[config.mk]
export PLATFORM = sky130hd
export DESIGN_NAME = mac_learning_forward_table_top
export DESIGN_NICKNAME = d
export VERILOG_FILES = /design/src/hw/rtl/mlft_pkg.sv /design/src/hw/rtl/mac_learning_forward_table_top.sv /design/src/hw/rtl/mlft_ram.sv /design/src/hw/rtl/mlft_fifo.sv /design/src/hw/rtl/mlft_front.sv /design/src/hw/rtl/mlft_back.sv
export SDC_FILE = /design/constraint.sdc
export NUM_CORES = 2
export LEC_CHECK = 0
export BUFFER_PORTS_ARGS = -buffer_cell sky130_fd_sc_hd__buf_2
export CAP_MARGIN = 25
export CORE_ASPECT_RATIO = 0.9
export CORE_UTILIZATION = 40
export CTS_CLUSTER_DIAMETER = 200
export DETAILED_ROUTE_END_ITERATION = 6
export GPL_ROUTABILITY_DRIVEN = 0
export HOLD_SLACK_MARGIN = 0.15
export PLACE_DENSITY = 0.64
export SETUP_SLACK_MARGIN = 0.2
export SLEW_MARGIN = 20
export SYNTH_ARGS = -nofsm -noshare
export SYNTH_HDL_FRONTEND = slang
export SYNTH_SLANG_ARGS = --single-unit
[constraint.sdc]
create_clock -name clk -period 5.6 [get_ports clk]
set_input_delay 0.84 -clock clk [delete_from_list [all_inputs] [get_ports clk]]
set_output_delay 0.84 -clock clk [all_outputs]
set_load 0.02 [all_outputs]
[src/hw/rtl/mlft_pkg.sv]
package mlft_pkg;

	localparam int PORT_COUNT = 4;
	localparam int MAC_W      = 48;
	localparam int PORT_W     = 2;
	localparam int MASK_W     = 4;

	// Ports that exist, limited to the width of the egress mask.
	localparam logic [MASK_W-1:0] ALL_PORTS = (PORT_COUNT >= MASK_W) ? {MASK_W{1'b1}}
		: MASK_W'((1 << PORT_COUNT) - 1);

	localparam int FRONT_DEPTH  = 2;
	localparam int RESULT_DEPTH = 2;

	typedef struct packed {
		logic [PORT_W-1:0] in_port;
		logic [MAC_W-1:0]  src_mac;
		logic [MAC_W-1:0]  dst_mac;
	} in_item_t;

	typedef struct packed {
		logic [MASK_W-1:0] egress_mask;
		logic              dest_known;
		logic              learn_dropped;
	} out_item_t;

	// Header after classification, as the lookup engine consumes it.
	typedef struct packed {
		logic [PORT_W-1:0] in_port;
		logic [MAC_W-1:0]  src_mac;
		logic [MAC_W-1:0]  dst_mac;
		logic              same_mac;
		logic [MASK_W-1:0] flood_mask;
	} work_item_t;

	typedef struct packed {
		logic [MAC_W-1:0]  mac;
		logic [PORT_W-1:0] port;
	} entry_t;

endpackage

[src/hw/rtl/mac_learning_forward_table_top.sv]
// An accepted header beat waits in the work queue, where two headers queue ahead of the lookup
// engine; the engine takes one only when idle and the result queue has room. It scans the N learned
// entries (0 to TABLE_ENTRIES) through the single read port of the entry RAM, one entry per cycle,
// waits out the last read, then learns and pushes the result beat; an empty table skips both steps.
// Reset: arst_n clears the fill count, the queues and the engine; the table is then empty and
// the RAM is left as it is, with no clearing pass.
module mac_learning_forward_table_top import mlft_pkg::*; #(
	parameter int TABLE_ENTRIES = 64
) (
	input  logic      clk,
	input  logic      arst_n,
	input  logic      push,
	input  in_item_t  item,
	output logic      full,
	output out_item_t result,
	output logic      empty,
	input  logic      pop
);

	work_item_t work;
	logic       work_valid;
	logic       work_pop;

	mlft_front u_front (
		.clk       (clk),
		.arst_n    (arst_n),
		.push      (push),
		.item      (item),
		.full      (full),
		.work      (work),
		.work_valid(work_valid),
		.work_pop  (work_pop)
	);

	mlft_back #(
		.TABLE_ENTRIES(TABLE_ENTRIES)
	) u_back (
		.clk       (clk),
		.arst_n    (arst_n),
		.work      (work),
		.work_valid(work_valid),
		.work_pop  (work_pop),
		.result    (result),
		.empty     (empty),
		.pop       (pop)
	);

endmodule

[src/hw/rtl/mlft_ram.sv]
module mlft_ram #(
	parameter int WIDTH = 8,
	parameter int DEPTH = 16
) (
	input  logic                     clk,
	input  logic                     we,
	input  logic [$clog2(DEPTH)-1:0] waddr,
	input  logic [WIDTH-1:0]         wdata,
	input  logic [$clog2(DEPTH)-1:0] raddr,
	output logic [WIDTH-1:0]         rdata
);

	logic [WIDTH-1:0] mem [DEPTH];

	always_ff @(posedge clk) begin
		if (we) begin
			mem[waddr] <= wdata;
		end
		rdata <= mem[raddr];
	end

endmodule

[src/hw/rtl/mlft_fifo.sv]
module mlft_fifo #(
	parameter int WIDTH = 8,
	parameter int DEPTH = 2
) (
	input  logic             clk,
	input  logic             arst_n,
	input  logic             push,
	input  logic [WIDTH-1:0] wdata,
	output logic             full,
	input  logic             pop,
	output logic [WIDTH-1:0] rdata,
	output logic             empty
);

	localparam int PW = (DEPTH > 1) ? $clog2(DEPTH) : 1;
	localparam int CW = $clog2(DEPTH + 1);

	logic [WIDTH-1:0] mem_q [DEPTH];
	logic [PW-1:0]    wr_ptr_q;
	logic [PW-1:0]    rd_ptr_q;
	logic [CW-1:0]    fill_q;
	logic             do_push;
	logic             do_pop;

	assign full    = (fill_q == CW'(DEPTH));
	assign empty   = (fill_q == '0);
	assign do_push = push && !full;
	assign do_pop  = pop && !empty;
	assign rdata   = mem_q[rd_ptr_q];

	always_ff @(posedge clk) begin
		if (do_push) begin
			mem_q[wr_ptr_q] <= wdata;
		end
	end

	always_ff @(posedge clk or negedge arst_n) begin
		if (!arst_n) begin
			wr_ptr_q <= '0;
			rd_ptr_q <= '0;
			fill_q   <= '0;
		end else begin
			if (do_push) begin
				wr_ptr_q <= (wr_ptr_q == PW'(DEPTH - 1)) ? '0 : wr_ptr_q + PW'(1);
			end
			if (do_pop) begin
				rd_ptr_q <= (rd_ptr_q == PW'(DEPTH - 1)) ? '0 : rd_ptr_q + PW'(1);
			end
			unique case ({do_push, do_pop})
				2'b10:   fill_q <= fill_q + CW'(1);
				2'b01:   fill_q <= fill_q - CW'(1);
				default: fill_q <= fill_q;
			endcase
		end
	end

endmodule

[src/hw/rtl/mlft_front.sv]
module mlft_front import mlft_pkg::*; (
	input  logic       clk,
	input  logic       arst_n,
	input  logic       push,
	input  in_item_t   item,
	output logic       full,
	output work_item_t work,
	output logic       work_valid,
	input  logic       work_pop
);

	work_item_t classified;
	logic       work_empty;

	// The flood mask and the source-equals-destination flag only depend on the header.
	always_comb begin
		classified.in_port    = item.in_port;
		classified.src_mac    = item.src_mac;
		classified.dst_mac    = item.dst_mac;
		classified.same_mac   = (item.src_mac == item.dst_mac);
		classified.flood_mask = ALL_PORTS & ~(MASK_W'(1) << item.in_port);
	end

	assign work_valid = !work_empty;

	mlft_fifo #(
		.WIDTH($bits(work_item_t)),
		.DEPTH(FRONT_DEPTH)
	) u_work_fifo (
		.clk   (clk),
		.arst_n(arst_n),
		.push  (push),
		.wdata (classified),
		.full  (full),
		.pop   (work_pop),
		.rdata (work),
		.empty (work_empty)
	);

endmodule

[src/hw/rtl/mlft_back.sv]
module mlft_back import mlft_pkg::*; #(
	parameter int TABLE_ENTRIES = 64
) (
	input  logic       clk,
	input  logic       arst_n,
	input  work_item_t work,
	input  logic       work_valid,
	output logic       work_pop,
	output out_item_t  result,
	output logic       empty,
	input  logic       pop
);

	localparam int AW = $clog2(TABLE_ENTRIES);
	localparam int CW = $clog2(TABLE_ENTRIES + 1);

	typedef enum logic [1:0] {
		S_IDLE,
		S_SCAN,
		S_DRAIN,
		S_FINISH
	} state_t;

	state_t            state_q;
	work_item_t        work_q;
	logic [AW-1:0]     idx_q;
	logic [CW-1:0]     count_q;
	logic              cmp_vld_s1;
	logic [AW-1:0]     cmp_idx_s1;
	logic              src_hit_q;
	logic [AW-1:0]     src_idx_q;
	logic              dst_hit_q;
	logic [PORT_W-1:0] dst_port_q;

	entry_t            rd_entry;
	entry_t            wr_entry;
	logic              ram_we;
	logic [AW-1:0]     ram_waddr;
	logic              src_match;
	logic              dst_match;
	logic              table_full;
	logic              last_issue;
	logic              res_push;
	logic              res_full;
	out_item_t         res_data;
	logic              dropped;
	logic              known;
	logic [PORT_W-1:0] hit_port;

	// Slots fill from the bottom and are never freed, so slot i is valid when i < count_q.
	assign table_full = (count_q == CW'(TABLE_ENTRIES));
	assign last_issue = ((CW'(idx_q) + CW'(1)) == count_q);
	assign src_match  = cmp_vld_s1 && (rd_entry.mac == work_q.src_mac);
	assign dst_match  = cmp_vld_s1 && (rd_entry.mac == work_q.dst_mac);
	assign work_pop   = (state_q == S_IDLE) && work_valid && !res_full;

	always_comb begin
		dropped  = !src_hit_q && table_full;
		// A destination equal to the source sees the entry just learned.
		known    = work_q.same_mac ? !dropped : dst_hit_q;
		hit_port = work_q.same_mac ? work_q.in_port : dst_port_q;
		res_data.egress_mask   = known ? ((MASK_W'(1) << hit_port) & ALL_PORTS)
			: work_q.flood_mask;
		res_data.dest_known    = known;
		res_data.learn_dropped = dropped;
		res_push = (state_q == S_FINISH);

		ram_we        = (state_q == S_FINISH) && (src_hit_q || !table_full);
		ram_waddr     = src_hit_q ? src_idx_q : count_q[AW-1:0];
		wr_entry.mac  = work_q.src_mac;
		wr_entry.port = work_q.in_port;
	end

	always_ff @(posedge clk) begin
		if (work_pop) begin
			work_q <= work;
		end
	end

	always_ff @(posedge clk or negedge arst_n) begin
		if (!arst_n) begin
			state_q    <= S_IDLE;
			count_q    <= '0;
			idx_q      <= '0;
			cmp_vld_s1 <= 1'b0;
			cmp_idx_s1 <= '0;
			src_hit_q  <= 1'b0;
			src_idx_q  <= '0;
			dst_hit_q  <= 1'b0;
			dst_port_q <= '0;
		end else begin
			cmp_vld_s1 <= (state_q == S_SCAN);
			cmp_idx_s1 <= idx_q;
			if (src_match) begin
				src_hit_q <= 1'b1;
				src_idx_q <= cmp_idx_s1;
			end
			if (dst_match) begin
				dst_hit_q  <= 1'b1;
				dst_port_q <= rd_entry.port;
			end
			unique case (state_q)
				S_IDLE: begin
					if (work_pop) begin
						idx_q     <= '0;
						src_hit_q <= 1'b0;
						dst_hit_q <= 1'b0;
						state_q   <= (count_q == '0) ? S_FINISH : S_SCAN;
					end
				end
				S_SCAN: begin
					idx_q <= idx_q + AW'(1);
					if (last_issue) begin
						state_q <= S_DRAIN;
					end
				end
				S_DRAIN: begin
					state_q <= S_FINISH;
				end
				S_FINISH: begin
					if (!src_hit_q && !table_full) begin
						count_q <= count_q + CW'(1);
					end
					state_q <= S_IDLE;
				end
				default: state_q <= S_IDLE;
			endcase
		end
	end

	mlft_ram #(
		.WIDTH($bits(entry_t)),
		.DEPTH(TABLE_ENTRIES)
	) u_entry_ram (
		.clk  (clk),
		.we   (ram_we),
		.waddr(ram_waddr),
		.wdata(wr_entry),
		.raddr(idx_q),
		.rdata(rd_entry)
	);

	mlft_fifo #(
		.WIDTH($bits(out_item_t)),
		.DEPTH(RESULT_DEPTH)
	) u_result_fifo (
		.clk   (clk),
		.arst_n(arst_n),
		.push  (res_push),
		.wdata (res_data),
		.full  (res_full),
		.pop   (pop),
		.rdata (result),
		.empty (empty)
	);

	assert property (@(posedge clk) disable iff (!arst_n)
		count_q <= CW'(TABLE_ENTRIES))
		else $error("fill count beyond table size");

	assert property (@(posedge clk) disable iff (!arst_n)
		res_push |-> !res_full)
		else $error("result beat pushed into a full result queue");

	assert property (@(posedge clk) disable iff (!arst_n)
		(state_q != S_FINISH) |=> $stable(count_q))
		else $error("fill count moved outside the learn step");

	assert property (@(posedge clk) disable iff (!arst_n)
		(res_push && res_data.learn_dropped) |-> (table_full && !ram_we))
		else $error("learn dropped while a slot was free");

	assert property (@(posedge clk) disable iff (!arst_n)
		(state_q == S_SCAN) |-> (CW'(idx_q) < count_q))
		else $error("scan read beyond the filled slots");

endmodule
==> metrics.md <==
| Metric | Value |
|---|---|
| Result of the run | `complete, no violations` |
| Number of maximum-capacitance violations | `0` |
| Endpoints failing setup | `0` |
| Placeable core region | `343000 um2` |
| Overflow left after global routing | `0` |
| Clock tree from TritonCTS | `done` |
| Crit-path max cell delay | `1.09 ns` |
| Fraction of final layout cells with drive strength greater than 1 | `0.283` |
| Number of global-route vias before repair | `67100` |
| Leading post-synthesis cells by cell area | `sky130_fd_sc_hd__edfxtp_1, sky130_fd_sc_hd__mux4_2, sky130_fd_sc_hd__mux2_2, sky130_fd_sc_hd__mux2i_1, sky130_fd_sc_hd__a22oi_1` |
| Synthesized area per cell | `22.6 um2` |
| Net count after synthesis | `6219` |
| Floorplan die width | `621 um` |
| Worst-case register-to-register setup slack | `1.24 ns` |
| Number of design-rule violations left by the first detailed-router iteration | `10600` |
| Number of synthesized register bits | `3611` |
| DIE AREA | `347000 um2` |
| Primary FF master, synth | `sky130_fd_sc_hd__edfxtp_1` |
| Ratio of total power to cell area | `490 nW/um2` |
| DR DRC count | `0` |
| Share of power burned in registers | `0.456` |
| Sequential-to-total area share from yosys stat | `0.782` |
| Setup WS post-layout | `1.24 ns` |
| Switching share of total power | `0.304` |
| Detailed-route wire length | `382000 um` |
| Slew @ Worst Pin | `1.14 ns` |
| Post-route fraction of the period consumed by the critical path | `0.778` |
| Overall via count from detail_route | `68200` |
| Net switching power | `23.5 mW` |
| Filler cell count in the final layout | `28200` |
| Starting Density | `0.402` |
| Unrepaired setup endpoints after global routing | `no` |
| Count of cell types in the netlist | `60` |
| Number of antenna violations at the first check in global routing | `32` |
| Clock transition at path regs | `0.06 ns` |
| Row Count | `204` |
| Number of setup buffers added after CTS | `0` |
| Share of total power in combinational logic | `0.250` |
| Largest driver fanout on the critical path | `42` |
| Die Ht | `559 um` |
| Cells along the critical path | `buf_12 > buf_4 > mux4_2 > mux4_2 > a31oi_1 > a31oi_1 > a21o_1` |
| Relative slew margins | `0.242` |
| CTS HTree Levels | `5` |
| Part of the total power dissipated in the clock network | `0.294` |
| Number of buffers inserted for hold repair after clock tree synthesis | `75` |
| Number of warning messages in the yosys log | `0` |
| Sort of element at the start of the critical path | `register` |
| Clk sink count | `3611` |
| Cts repair resizes | `0` |
| Vias per cell | `5.97` |
| Top-area cell type share of the netlist area | `0.767` |
| Peak Freq | `230 MHz` |
| Largest area contributor in the netlist | `sky130_fd_sc_hd__edfxtp_1` |
| Required time of the worst setup path | `6.35 ns` |
| Netlist Area Pre-Place | `138000 um2` |
| Buffer levels on the longest clock path | `4` |
| Placed wire-length estimate after detailed placement | `223000 um` |
| Global-route usage over all layers | `0.218` |
| Type of the most critical hold path | `input port to register` |
| Static leakage | `48.8 nW` |
| Skew-Pair Late Insertion Delay | `0.91 ns` |
| Total clock buffers created by CTS | `344` |
| Port Buffer Count | `109` |
| Crit path time final | `4.36 ns` |
| Nets | `6740` |
| Crit path max-delay family | `multiplexers` |
| Setup crit end kind | `register` |
| Share of synthesized flip-flops with an asynchronous set or reset | `0.0111` |
| Number of ports placed on the die boundary | `110` |
| Layout overhead on the synthesized area | `14.1%` |
| Cell at the root of the clock tree | `sky130_fd_sc_hd__clkbuf_16` |
| Count of flip-flops with a built-in enable after synthesis | `3521` |
| TritonRoute pass-1 iters | `6` |
| First-pass GRT wire length | `528000 um` |
| Number of cells produced by synthesis | `6107` |
| Worst slack on hold paths | `0.197 ns` |
| Tot Pwr | `77.1 mW` |
| Hold violation count in the final report | `0` |
| IR drop worst, VDD | `0.000415 V` |
| Slowest cell on the critical path | `sky130_fd_sc_hd__dfrtp_4` |
| Final antenna-violating net count | `0` |
| Detailed-route wire length per cell | `33.4 um` |
| Arrival @ worst endpoint | `5.11 ns` |
| Maximum number of pins on one net before global-route repair | `114` |
| Pre-CTS setup slack | `1.30 ns` |
| Worst Skew | `0.0754 ns` |
| Int Pwr | `53.7 mW` |
| Buf/Inv on CP | `2` |
| Final-report max-slew violation count | `0` |
| Setup tns final | `0 ns` |
| Path type of the worst setup path | `register to register` |
[layer usage]
metal | global-route usage | part of all wire | up-vias
met5 | 0 | 0.00017 | -
li1 | - | - | 26800
met1 | 0.310 | 0.39 | 36600
met4 | 0.0701 | 0.035 | 10
met3 | 0.0472 | 0.11 | 610
met2 | 0.335 | 0.46 | 4138
[power by group through the flow]
| stage | clock [mW] | sequential [mW] | combinational (mW) |
|---|---|---|---|
| floorplan | 0 | 36.1 | 10.9 |
| global placement | 0 | 35.7 | 18.7 |
| detailed placement | 0 | 35.7 | 19.1 |
| CTS | 22.9 | 35.2 | 19.2 |
| global route | 23.9 | 35.2 | 20.1 |
| finish | 22.7 | 35.2 | 19.2 |
[cells in the mapped netlist (14+ instances only)]
cell type                  number
sky130_fd_sc_hd__a211oi_1      17
sky130_fd_sc_hd__a21oi_1       56
sky130_fd_sc_hd__a221oi_1      26
sky130_fd_sc_hd__a222oi_1      16
sky130_fd_sc_hd__a22oi_1      140
sky130_fd_sc_hd__and2_1        19
sky130_fd_sc_hd__buf_1         31
sky130_fd_sc_hd__buf_2         75
sky130_fd_sc_hd__buf_4         44
sky130_fd_sc_hd__buf_6         29
sky130_fd_sc_hd__clkbuf_1     124
sky130_fd_sc_hd__dfrtp_1       40
sky130_fd_sc_hd__dfxtp_1       50
sky130_fd_sc_hd__edfxtp_1    3521
sky130_fd_sc_hd__inv_1         60
sky130_fd_sc_hd__mux2_2       180
sky130_fd_sc_hd__mux2i_1      159
sky130_fd_sc_hd__mux4_2       801
sky130_fd_sc_hd__nand2_1      100
sky130_fd_sc_hd__nand2b_1      17
sky130_fd_sc_hd__nand3_1       37
sky130_fd_sc_hd__nand4_1       18
sky130_fd_sc_hd__nor2_1       122
sky130_fd_sc_hd__nor2b_1       14
sky130_fd_sc_hd__nor4_1        25
sky130_fd_sc_hd__o21ai_0       42
sky130_fd_sc_hd__o221ai_1      33
sky130_fd_sc_hd__o22ai_1       21
sky130_fd_sc_hd__o311ai_0      16
sky130_fd_sc_hd__xnor2_1       54
sky130_fd_sc_hd__xor2_1        96
[worst reg2reg max path, stage by stage (launching register included)]
cell and delay [ns]:
sky130_fd_sc_hd__dfrtp_4 1.09, sky130_fd_sc_hd__buf_12 0.50, sky130_fd_sc_hd__buf_4 0.45, sky130_fd_sc_hd__mux4_2 0.61, sky130_fd_sc_hd__mux4_2 0.50, sky130_fd_sc_hd__a31oi_1 0.55, sky130_fd_sc_hd__a31oi_1 0.22, sky130_fd_sc_hd__a21o_1 0.31
[kinds of logic after synthesis]
logic type      synth area share
simple gates              0.0124
flops                      0.782
mux                        0.157
fa+ha+maj               0.000908
buf+inv                   0.0144
compound gates            0.0238
xor+xnor                 0.00953
[cell usage in the layout, fill, tap and decap left out, drive strengths merged, types with 11 or more instances in the layout]
cell,synthesis,layout
mux2,180,180
dfrtp,40,40
nor2b,14,14
a211oi,17,17
nor3,11,11
nand3,37,37
o21ai,51,51
bufinv,0,25
nand4,18,18
a21oi,56,56
dlygate4sd3,0,75
edfxtp,3521,3521
nand2b,17,17
clkbuf,124,442
xor2,96,96
a222oi,16,16
o221ai,33,33
a22o,11,11
nor2,122,122
mux2i,159,159
mux4,801,801
and2,19,19
o22ai,21,21
a221oi,26,26
o311ai,16,16
inv,60,67
buf,188,412
a31oi,13,13
clkinv,0,124
nand2,100,100
a22oi,140,140
dfxtp,50,50
xnor2,54,54
nor4,26,26
[registers in the layout, indices dropped and copies added, names as in the netlist]
signal	flops
u_back.cmp_idx_s1	6
u_back.cmp_vld_s1	1
u_back.count_q	7
u_back.dst_hit_q	1
u_back.dst_port_q	2
u_back.idx_q	6
u_back.src_hit_q	1
u_back.src_idx_q	6
u_back.state_q	2
u_back.u_entry_ram.mem	3200
u_back.u_entry_ram.rdata	50
u_back.u_result_fifo.fill_q	2
u_back.u_result_fifo.mem_q	12
u_back.u_result_fifo.rd_ptr_q	1
u_back.u_result_fifo.wr_ptr_q	1
u_back.work_q	103
u_front.u_work_fifo.fill_q	2
u_front.u_work_fifo.mem_q	206
u_front.u_work_fifo.rd_ptr_q	1
u_front.u_work_fifo.wr_ptr_q	1
[cell type report]
type,instances,area [um2],area share
repair buffers,487,4200,0.0267
well taps,4532,5670,0.0361
multi-input cells,2124,28700,0.182
diodes,10,25.0,0.000159
clock buffers,442,9190,0.0585
flip-flops and latches,3611,108000,0.685
inverters,60,230,0.00146
clock inverters,164,1560,0.00989
[per-stage QoR]
stage	cell area, um2	utilization	cells
2_1_floorplan	138000	-	6107
3_3_place_gp	146000	0.425	10700
3_5_place_dp	146000	0.425	10700
4_1_cts	157000	0.458	11400
5_1_grt	157000	0.458	11400
6_report	157000	0.458	11400
[final timing paths]
path                                             start                          endpoint  cells after the start
max reg2reg                            u_back.idx_q[0]      u_back.u_entry_ram.rdata[24]                      7
min reg2reg                u_back.u_entry_ram.rdata[1]              u_back.dst_port_q[1]                      1
max in group asynchronous                       arst_n                   u_back.idx_q[0]                      3
max                                    u_back.idx_q[0]      u_back.u_entry_ram.rdata[24]                      7
min                                           item[28]  u_front.u_work_fifo.mem_q[0][33]                      1
min in group asynchronous                       arst_n    u_back.u_result_fifo.fill_q[1]                      2
(Power assumes the default switching activity.)
